`config.mk`:
```
export PLATFORM = sky130hd
export DESIGN_NAME = hill_cipher_encrypt_top
export DESIGN_NICKNAME = d
export VERILOG_FILES = /design/src/hw/rtl/hc_pkg.sv /design/src/hw/rtl/hc_cell.sv /design/src/hw/rtl/hill_cipher_encrypt_top.sv
export SDC_FILE = /design/constraint.sdc
export NUM_CORES = 2
export LEC_CHECK = 0
export BUFFER_PORTS_ARGS = -buffer_cell sky130_fd_sc_hd__buf_2
export CORE_MARGIN = 4
export CORE_UTILIZATION = 50
export CTS_CLUSTER_DIAMETER = 40
export DETAILED_ROUTE_END_ITERATION = 16
export PLACE_DENSITY = 0.65
export SLEW_MARGIN = 20
export SYNTH_ARGS = -nofsm -noshare
export SYNTH_HDL_FRONTEND = slang
export SYNTH_SLANG_ARGS = --single-unit
export TNS_END_PERCENT = 50
```
`constraint.sdc`:
```
create_clock -name clk -period 18 [get_ports clk]
set_input_delay 4.5 -clock clk [delete_from_list [all_inputs] [get_ports clk]]
set_output_delay 4.5 -clock clk [all_outputs]
set_load 0.02 [all_outputs]
```
`src/hw/rtl/hc_pkg.sv`:
```
// ----------------------------------------------------------------------------
// hc_pkg: shared definitions for the Hill cipher encryptor
// Op codes, sequencer states, the control word sent down the cell row, and the
// mod-26 reduction used for letters, key values and the row accumulators.
// ----------------------------------------------------------------------------
package hc_pkg;

  localparam int DEF_MAX_DIM = 8;

  localparam int SYM_W       = 5;   // one letter value, 0..25
  localparam int PROD_W      = 10;  // key entry times letter value
  localparam int RED_W       = 11;  // widest value fed to mod26()
  localparam int BSIZE_W     = 4;
  localparam int KIDX_W      = 3;   // key_row / key_col width
  localparam int KEY_VALUE_W = 30;
  localparam int LETTER_W    = 7;
  localparam int DIGIT_W     = 6;   // key value bits folded in per step
  localparam int NUM_DIGITS  = KEY_VALUE_W / DIGIT_W;
  localparam int KDIG_W      = 3;

  localparam logic [LETTER_W-1:0] CODE_A        = 7'd65;
  localparam logic [RED_W-1:0]    LETTER_OFFSET = 11'd13;  // (code + 13) mod 26
  localparam logic [SYM_W-1:0]    PAD_VALUE     = 5'd23;   // 'X'

  // 315 / 8192 sits just under 1/26, so the quotient is low by at most one
  localparam logic [19:0] RECIP_26 = 20'd315;
  localparam int          RECIP_SH = 13;

  localparam logic [1:0] OP_KEY    = 2'd0;
  localparam logic [1:0] OP_LETTER = 2'd1;
  localparam logic [1:0] OP_END    = 2'd2;

  typedef logic [SYM_W-1:0] sym_t;

  typedef enum logic [2:0] {
    S_IDLE,
    S_KEY,
    S_KEYWR,
    S_MUL,
    S_PAD,
    S_DRAIN,
    S_LOAD
  } state_t;

  typedef struct packed {
    logic              key_we;
    logic [KIDX_W-1:0] key_row;
    sym_t              key_val;
    logic              mul_en;
    sym_t              letter;
    logic              acc_en;
    logic              acc_first;
    logic              load;
    logic              shift;
  } cell_ctl_t;

  // x mod 26 for x below 2048
  function automatic sym_t mod26(input logic [RED_W-1:0] x);
    logic [19:0] prod;
    logic [6:0]  quo;
    logic [11:0] rem;
    prod = 20'(x) * RECIP_26;
    quo  = prod[19:RECIP_SH];
    rem  = 12'(x) - 12'(quo) * 12'd26;
    if (rem >= 12'd26) begin
      rem = rem - 12'd26;
    end
    return rem[SYM_W-1:0];
  endfunction

endpackage

```
`src/hw/rtl/hc_cell.sv`:
```
// ----------------------------------------------------------------------------
// hc_cell: one row of the key matrix
// Holds its key row, multiplies the selected entry by the broadcast letter,
// keeps a mod-26 running dot product, and passes finished letters to its
// neighbor toward the output.
// ----------------------------------------------------------------------------
module hc_cell #(
  parameter int MAX_DIM = hc_pkg::DEF_MAX_DIM,
  parameter int ROW     = 0,
  localparam int PW     = (MAX_DIM > 1) ? $clog2(MAX_DIM) : 1
) (
  input  logic              clk,
  input  hc_pkg::cell_ctl_t ctl,
  input  logic [PW-1:0]     idx,
  input  hc_pkg::sym_t      shift_in,
  output hc_pkg::sym_t      shift_out
);

  hc_pkg::sym_t                key [MAX_DIM];
  logic [hc_pkg::PROD_W-1:0]   prod;
  hc_pkg::sym_t                acc;
  hc_pkg::sym_t                held;
  logic                        row_hit;

  assign row_hit = (32'(ctl.key_row) == 32'(ROW));

  always_ff @(posedge clk) begin
    if (ctl.key_we && row_hit) begin
      key[idx] <= ctl.key_val;
    end
    if (ctl.mul_en) begin
      prod <= hc_pkg::PROD_W'(key[idx]) * hc_pkg::PROD_W'(ctl.letter);
    end
    if (ctl.acc_en) begin
      if (ctl.acc_first) begin
        acc <= hc_pkg::mod26(hc_pkg::RED_W'(prod));
      end else begin
        acc <= hc_pkg::mod26(hc_pkg::RED_W'(acc) + hc_pkg::RED_W'(prod));
      end
    end
    if (ctl.load) begin
      held <= acc;
    end else if (ctl.shift) begin
      held <= shift_in;
    end
  end

  assign shift_out = held;

endmodule

```
`src/hw/rtl/hill_cipher_encrypt_top.sv`:
```
// ----------------------------------------------------------------------------
// hill_cipher_encrypt_top: Hill cipher encryptor over A-Z, modulo 26
// A row of MAX_DIM cells, one per key row, accumulates the cipher letters as
// plaintext letters arrive, then shifts the finished block out.
// ----------------------------------------------------------------------------
// Usage
//   Input channel (in_valid/in_ready): one word per op. op 0 writes key entry
//   (key_row, key_col) = key_value mod 26; op 1 adds letter_code to the current
//   block; op 2 pads a partial block with X and flushes it; op 3 is dropped.
//   Output channel (out_valid/out_ready): one cipher letter per word, in row
//   order, block_last high on the final letter of a block.
//   cfg_we/cfg_data set block_size (0 acts as 1, above MAX_DIM as MAX_DIM) and
//   drop any partial block; write it only while the block is quiet.
// Sequencing
//   Letter: accepted in S_IDLE, then one multiply in every cell in S_MUL; the
//   add-and-reduce overlaps the next word. The letter that completes a block
//   also passes S_DRAIN and S_LOAD, and waits in S_LOAD while the output row
//   still holds the previous block. Key write: the 30-bit key value is reduced
//   mod 26 digit-serially in S_KEY, 6 bits a cycle, then written in S_KEYWR.
//   End with padding: S_PAD multiplies one pad letter a cycle, then drain and
//   load. A completed block shows its first letter once S_LOAD loads it.
// Reset clears the sequencer, the fill count and the output count and sets
// block_size to 1; key entries hold garbage until written.
// When the receiver stalls the block keeps taking words until the next block
// is done; that block then waits in the cells until the output row drains.
// ----------------------------------------------------------------------------
module hill_cipher_encrypt_top #(
  parameter int MAX_DIM = hc_pkg::DEF_MAX_DIM
) (
  input  logic                              clk,
  input  logic                              rst,
  // config
  input  logic                              cfg_we,
  input  logic [hc_pkg::BSIZE_W-1:0]        cfg_data,
  // input words
  input  logic                              in_valid,
  output logic                              in_ready,
  input  logic [1:0]                        op,
  input  logic [hc_pkg::KIDX_W-1:0]         key_row,
  input  logic [hc_pkg::KIDX_W-1:0]         key_col,
  input  logic [hc_pkg::KEY_VALUE_W-1:0]    key_value,
  input  logic [hc_pkg::LETTER_W-1:0]       letter_code,
  // output words
  output logic                              out_valid,
  input  logic                              out_ready,
  output logic [hc_pkg::LETTER_W-1:0]       cipher_code,
  output logic                              block_last
);

  localparam int PW = (MAX_DIM > 1) ? $clog2(MAX_DIM) : 1;  // index into a key row
  localparam int NW = $clog2(MAX_DIM + 1);                  // counts up to MAX_DIM

  hc_pkg::state_t                  state, state_next;
  logic [hc_pkg::BSIZE_W-1:0]      bsize;
  logic [NW-1:0]                   fill;
  logic [NW-1:0]                   pos;
  logic [NW-1:0]                   out_cnt;
  logic                            blk_done;
  hc_pkg::sym_t                    lval;
  logic [hc_pkg::KEY_VALUE_W-1:0]  kv;
  hc_pkg::sym_t                    krem;
  logic [hc_pkg::KDIG_W-1:0]       kdig;
  logic [hc_pkg::KIDX_W-1:0]       krow;
  logic [hc_pkg::KIDX_W-1:0]       kcol;
  logic                            acc_en;
  logic                            acc_first;

  logic [NW-1:0]                   n_eff;
  logic [NW-1:0]                   lpos;
  logic                            accept;
  hc_pkg::cell_ctl_t               ctl;
  logic [PW-1:0]                   idx;
  hc_pkg::sym_t                    chain [MAX_DIM];

  // effective block size
  always_comb begin
    if (bsize == '0) begin
      n_eff = NW'(1);
    end else if (32'(bsize) > 32'(MAX_DIM)) begin
      n_eff = NW'(MAX_DIM);
    end else begin
      n_eff = NW'(bsize);
    end
  end

  assign accept = in_valid && in_ready;
  assign lpos   = (fill >= n_eff) ? '0 : fill;

  // next state
  always_comb begin
    state_next = state;
    case (state)
      hc_pkg::S_IDLE: begin
        if (accept) begin
          case (op)
            hc_pkg::OP_KEY:    state_next = hc_pkg::S_KEY;
            hc_pkg::OP_LETTER: state_next = hc_pkg::S_MUL;
            hc_pkg::OP_END: begin
              if (fill != '0 && fill < n_eff) begin
                state_next = hc_pkg::S_PAD;
              end
            end
            default: state_next = hc_pkg::S_IDLE;
          endcase
        end
      end
      hc_pkg::S_KEY: begin
        if (kdig == hc_pkg::KDIG_W'(hc_pkg::NUM_DIGITS - 1)) begin
          state_next = hc_pkg::S_KEYWR;
        end
      end
      hc_pkg::S_KEYWR: state_next = hc_pkg::S_IDLE;
      hc_pkg::S_MUL:   state_next = blk_done ? hc_pkg::S_DRAIN : hc_pkg::S_IDLE;
      hc_pkg::S_PAD: begin
        if (pos == n_eff - NW'(1)) begin
          state_next = hc_pkg::S_DRAIN;
        end
      end
      hc_pkg::S_DRAIN: state_next = hc_pkg::S_LOAD;
      hc_pkg::S_LOAD: begin
        if (out_cnt == '0) begin
          state_next = hc_pkg::S_IDLE;
        end
      end
      default: state_next = hc_pkg::S_IDLE;
    endcase
  end

  // outputs and cell controls
  always_comb begin
    ctl           = '0;
    ctl.key_row   = krow;
    ctl.key_val   = krem;
    ctl.letter    = lval;
    ctl.acc_en    = acc_en;
    ctl.acc_first = acc_first;
    in_ready      = 1'b0;
    idx           = pos[PW-1:0];
    case (state)
      hc_pkg::S_IDLE:  in_ready = 1'b1;
      hc_pkg::S_KEYWR: begin
        ctl.key_we = (32'(kcol) < 32'(MAX_DIM));
        idx        = PW'(kcol);
      end
      hc_pkg::S_MUL:   ctl.mul_en = 1'b1;
      hc_pkg::S_PAD:   ctl.mul_en = 1'b1;
      hc_pkg::S_LOAD:  ctl.load   = (out_cnt == '0);
      default:         ctl.mul_en = 1'b0;
    endcase
    out_valid   = (out_cnt != '0);
    ctl.shift   = out_valid && out_ready;
    block_last  = (out_cnt == NW'(1));
    cipher_code = hc_pkg::LETTER_W'(chain[0]) + hc_pkg::CODE_A;
  end

  // control registers
  always_ff @(posedge clk) begin
    if (rst) begin
      state   <= hc_pkg::S_IDLE;
      bsize   <= hc_pkg::BSIZE_W'(1);
      fill    <= '0;
      out_cnt <= '0;
      acc_en  <= 1'b0;
    end else begin
      state  <= state_next;
      acc_en <= ctl.mul_en;
      if (ctl.load) begin
        out_cnt <= n_eff;
      end else if (ctl.shift) begin
        out_cnt <= out_cnt - NW'(1);
      end
      if (accept && op == hc_pkg::OP_LETTER) begin
        fill <= (lpos + NW'(1) >= n_eff) ? '0 : lpos + NW'(1);
      end else if (accept && op == hc_pkg::OP_END) begin
        fill <= '0;
      end
      if (cfg_we) begin
        bsize <= cfg_data;
        fill  <= '0;
      end
    end
  end

  // datapath registers
  always_ff @(posedge clk) begin
    acc_first <= (state == hc_pkg::S_MUL) && (pos == '0);
    case (state)
      hc_pkg::S_IDLE: begin
        if (accept) begin
          kv   <= key_value;
          krem <= '0;
          kdig <= '0;
          krow <= key_row;
          kcol <= key_col;
          if (op == hc_pkg::OP_END) begin
            pos  <= fill;
            lval <= hc_pkg::PAD_VALUE;
          end else begin
            pos  <= lpos;
            lval <= hc_pkg::mod26(hc_pkg::RED_W'(letter_code) + hc_pkg::LETTER_OFFSET);
          end
          blk_done <= (lpos + NW'(1) >= n_eff);
        end
      end
      hc_pkg::S_KEY: begin
        krem <= hc_pkg::mod26({krem, kv[hc_pkg::KEY_VALUE_W-1 -: hc_pkg::DIGIT_W]});
        kv   <= kv << hc_pkg::DIGIT_W;
        kdig <= kdig + hc_pkg::KDIG_W'(1);
      end
      hc_pkg::S_PAD: pos <= pos + NW'(1);
      default: kdig <= kdig;
    endcase
  end

  // row of cells; cell 0 faces the output
  for (genvar i = 0; i < MAX_DIM; i++) begin : g_cell
    hc_pkg::sym_t nb;
    if (i == MAX_DIM - 1) begin : g_end
      assign nb = '0;
    end else begin : g_mid
      assign nb = chain[i+1];
    end
    hc_cell #(
      .MAX_DIM (MAX_DIM),
      .ROW     (i)
    ) u_cell (
      .clk       (clk),
      .ctl       (ctl),
      .idx       (idx),
      .shift_in  (nb),
      .shift_out (chain[i])
    );
  end

`ifndef SYNTH
  // a new block only lands in the output row once the old one has left
  a_load_empty: assert property (@(posedge clk) disable iff (rst)
    ctl.load |-> out_cnt == '0)
    else $error("block loaded over pending cipher letters");

  // every multiply is followed by its accumulate
  a_mul_acc: assert property (@(posedge clk) disable iff (rst)
    ctl.mul_en |=> acc_en)
    else $error("product not accumulated");

  // the marked letter ends the block
  a_last_ends: assert property (@(posedge clk) disable iff (rst)
    (out_valid && out_ready && block_last) |=> !out_valid)
    else $error("output continues past last letter of block");
`endif

endmodule
```
==> metrics.yaml <==
worst_setup_path:
  critical_path_arrival_ns: 12.45
  regToRegStartpoint: "g_cell[4].u_cell.prod[0]"
  path_class: "in2reg"
  crit_top_cell: "ha_1"
  max_stage_delay_ns: 0.82
  crit_family: "adder cells"
  startpoint_type: "primary input"
  cp_data_required_time_ns: 18.39
  cp_max_fo: 7
  crit_buf_inv: 3
  crit_start: "letter_code[0]"
  slowest_stage: "xnor2_1"
  crit_path_end_kind: "flop"
synth:
  async_reset_ff_share_pct: 0
  yosysSeqAreaShare_pct: 22.0
  syn_inst: 7694
  synth_top_area_share_pct: 24.8
  synth_top_cells_by_count: "inv_1 (1659), ha_1 (1475), fa_1 (648)"
  yosysMostFrequentCell: "inv_1"
  ys_seq_elements: 551
  syn_area_um2: 74500
  synth.area.top_cells: "ha_1 (25%), edfxtp_1 (22%), fa_1 (17%)"
  avgSynthCellArea_um2: 9.68
  syn-num-nets: 9871
  synth_cell_type_count: 94
  synth_top_cell_by_area: "ha_1"
  yosysWarningCount: 0
  ys.flop_type: "edfxtp_1"
  synth_edf_count: 534
cells_and_area:
  final_util_pct: 54.3
  syn2layout_area_growth_pct: 7.87
  nets: 9972
  drive_gt1_share_pct: 4.70
  stdcell_area_um2: 80300
routing:
  via_count: 52741
  drtPass1Iterations: 6
  wire_per_inst_um: 16.3
  drcViolationCount: 0
  viasPerCell: 5.38
  antenna_left: 0
  drt_wl_total_mm: 159
  drtIter0Drc: 2809
timing:
  slew_headroom_pct: 29.5
  setup_tns_ns: 0
  drv_slew: 0
  worstMarginPinSlew_ns: 1.05
  fmax_mhz: 82.9
  period_minus_slack_ns: 12.06
  skew_ns: 0.0471
  fin_crit_sh_pct: 67.0
  setup_viol: 0
  hold_viol: 0
  grt_setup_unrepaired: "no"
flow_run:
  maxCapViolations: 0
worst_hold_path:
  hp-class: "reg2reg"
  worstHoldStart: "pos[3]"
die:
  die-area_um2: 155000
  core_um2: 148000
  start_util_pct: 50.4
  io_pins: 64
  die_x_um: 394
  die_h_um: 394
  rows: 141
clock_tree:
  cts-hold-fix-buffers: 0
  cts_setup_buffers: 0
  htreeDepth: 3
  cts_made_buffers: 92
  cts_buffer_depth: 3
  clock-root-buffer: "clkbuf_16"
  path_clk_slew_ns: 0.06
  cts_resized: 0
  cts.sinks: 551
  clk_latency_ns: 0.67
  cts_tree: "done"
global_route:
  grt_pass1_vias: 54433
  grt-ovfl-total: 0
  antenna_found_initial: 2
  grt_start_max_net_pins: 72
  grtUsageTotal_pct: 20.9
  grt_pass1_wl_mm: 271
placed_design:
  portBuffers: 62
  place_hpwl_mm: 125
  gp_congestion: 0.835
  dpl_cell_area_um2: 77200
run_status:
  status: "finished, final reports clean"
==> worst reg2reg max path: cells and delay by family (launching register included) <==
kind / cells / cell delay (ns)
flip-flops: 1 / 0.51
adder cells (fa/ha/maj): 11 / 4.29
buffers and inverters: 5 / 0.26
AO/OA/AOI/OAI: 14 / 3.86
XOR/XNOR: 2 / 0.79
AND/OR/NAND/NOR: 6 / 1.13
==> state kept, by name, summed over array words and instances (netlist names), 4 cells and up <==
name                     count
g_cell.u_cell.key          320
g_cell.u_cell.prod          80
g_cell.u_cell.acc           40
g_cell.u_cell.shift_out     40
kv                          30
krem                         5
lval                         5
bsize                        4
fill                         4
out_cnt                      4
pos                          4
==> final timing paths <==
check	endpoint	slack, ns	cells past startpoint
max reg2reg	g_cell[4].u_cell.acc[4]	6.90	38
min	acc_first	0.50	1
min reg2reg	acc_first	0.50	1
max	lval[2]	5.94	31
==> metal layers <==
metal / share of wire, % / GRT usage, %
met1: 46 / 28.6
met4: 2.0 / 4.11
met3: 4.2 / 2.00
met2: 48 / 36.1
met5: 0 / 0
==> final cells by class <==
cell class,instances,area (um^2)
fillers,13125,67500
diodes,1,2.50
repair buffers,103,618
clock buffers,98,2320
flip-flops and latches,551,16400
inverters,1662,6240
clock inverters,75,835
well taps,1930,2410
multi-input cells,5385,51500
==> cell usage in the layout, fill, tap and decap left out, drive strengths merged, types with 16 or more instances in the layout <==
cell type,count
or2,17
nor3b,33
nand2,493
clkinv,26
buf,103
inv,1695
nand4,23
o31ai,16
nand2b,84
nor2b,111
xnor2,297
and3,23
clkbuf,98
a211oi,41
a21oi,314
a21o,113
o21bai,61
a31oi,54
fa,648
o21ai,215
nor4,25
o22ai,100
and2,46
mux2i,33
ha,1475
o221ai,18
edfxtp,534
nand3,104
o211ai,30
or3,21
dfxtp,17
a21boi,22
nor2,413
xor2,156
mux2,48
o21a,36
nor3,87
maj3,17
==> logic make-up after synthesis <==
kind of cell	count (synthesis)	share of synthesized area [%]
AOI/OAI and AO/OA	1189	10.5
xor gates and xnor gates	458	5.49
adders and majority gates	2140	42.4
buffers and inverters	1758	8.88
DFF	551	22.0
muxes	81	1.17
other	1	0.00504
and+or+nand+nor	1516	9.58
==> stage by stage <==
step,hold WS [ns],instances,setup WS (ns)
6_report,0.500,9805,5.94
5_1_grt,0.518,9804,5.30
4_1_cts,0.495,9804,5.86
3_5_place_dp,0.490,9631,5.19
3_3_place_gp,0.482,9631,5.23
2_1_floorplan,0.461,7694,6.25
Power is not shown: default switching activity piles up to over one toggle a cycle in this logic, so the estimate is an artifact.
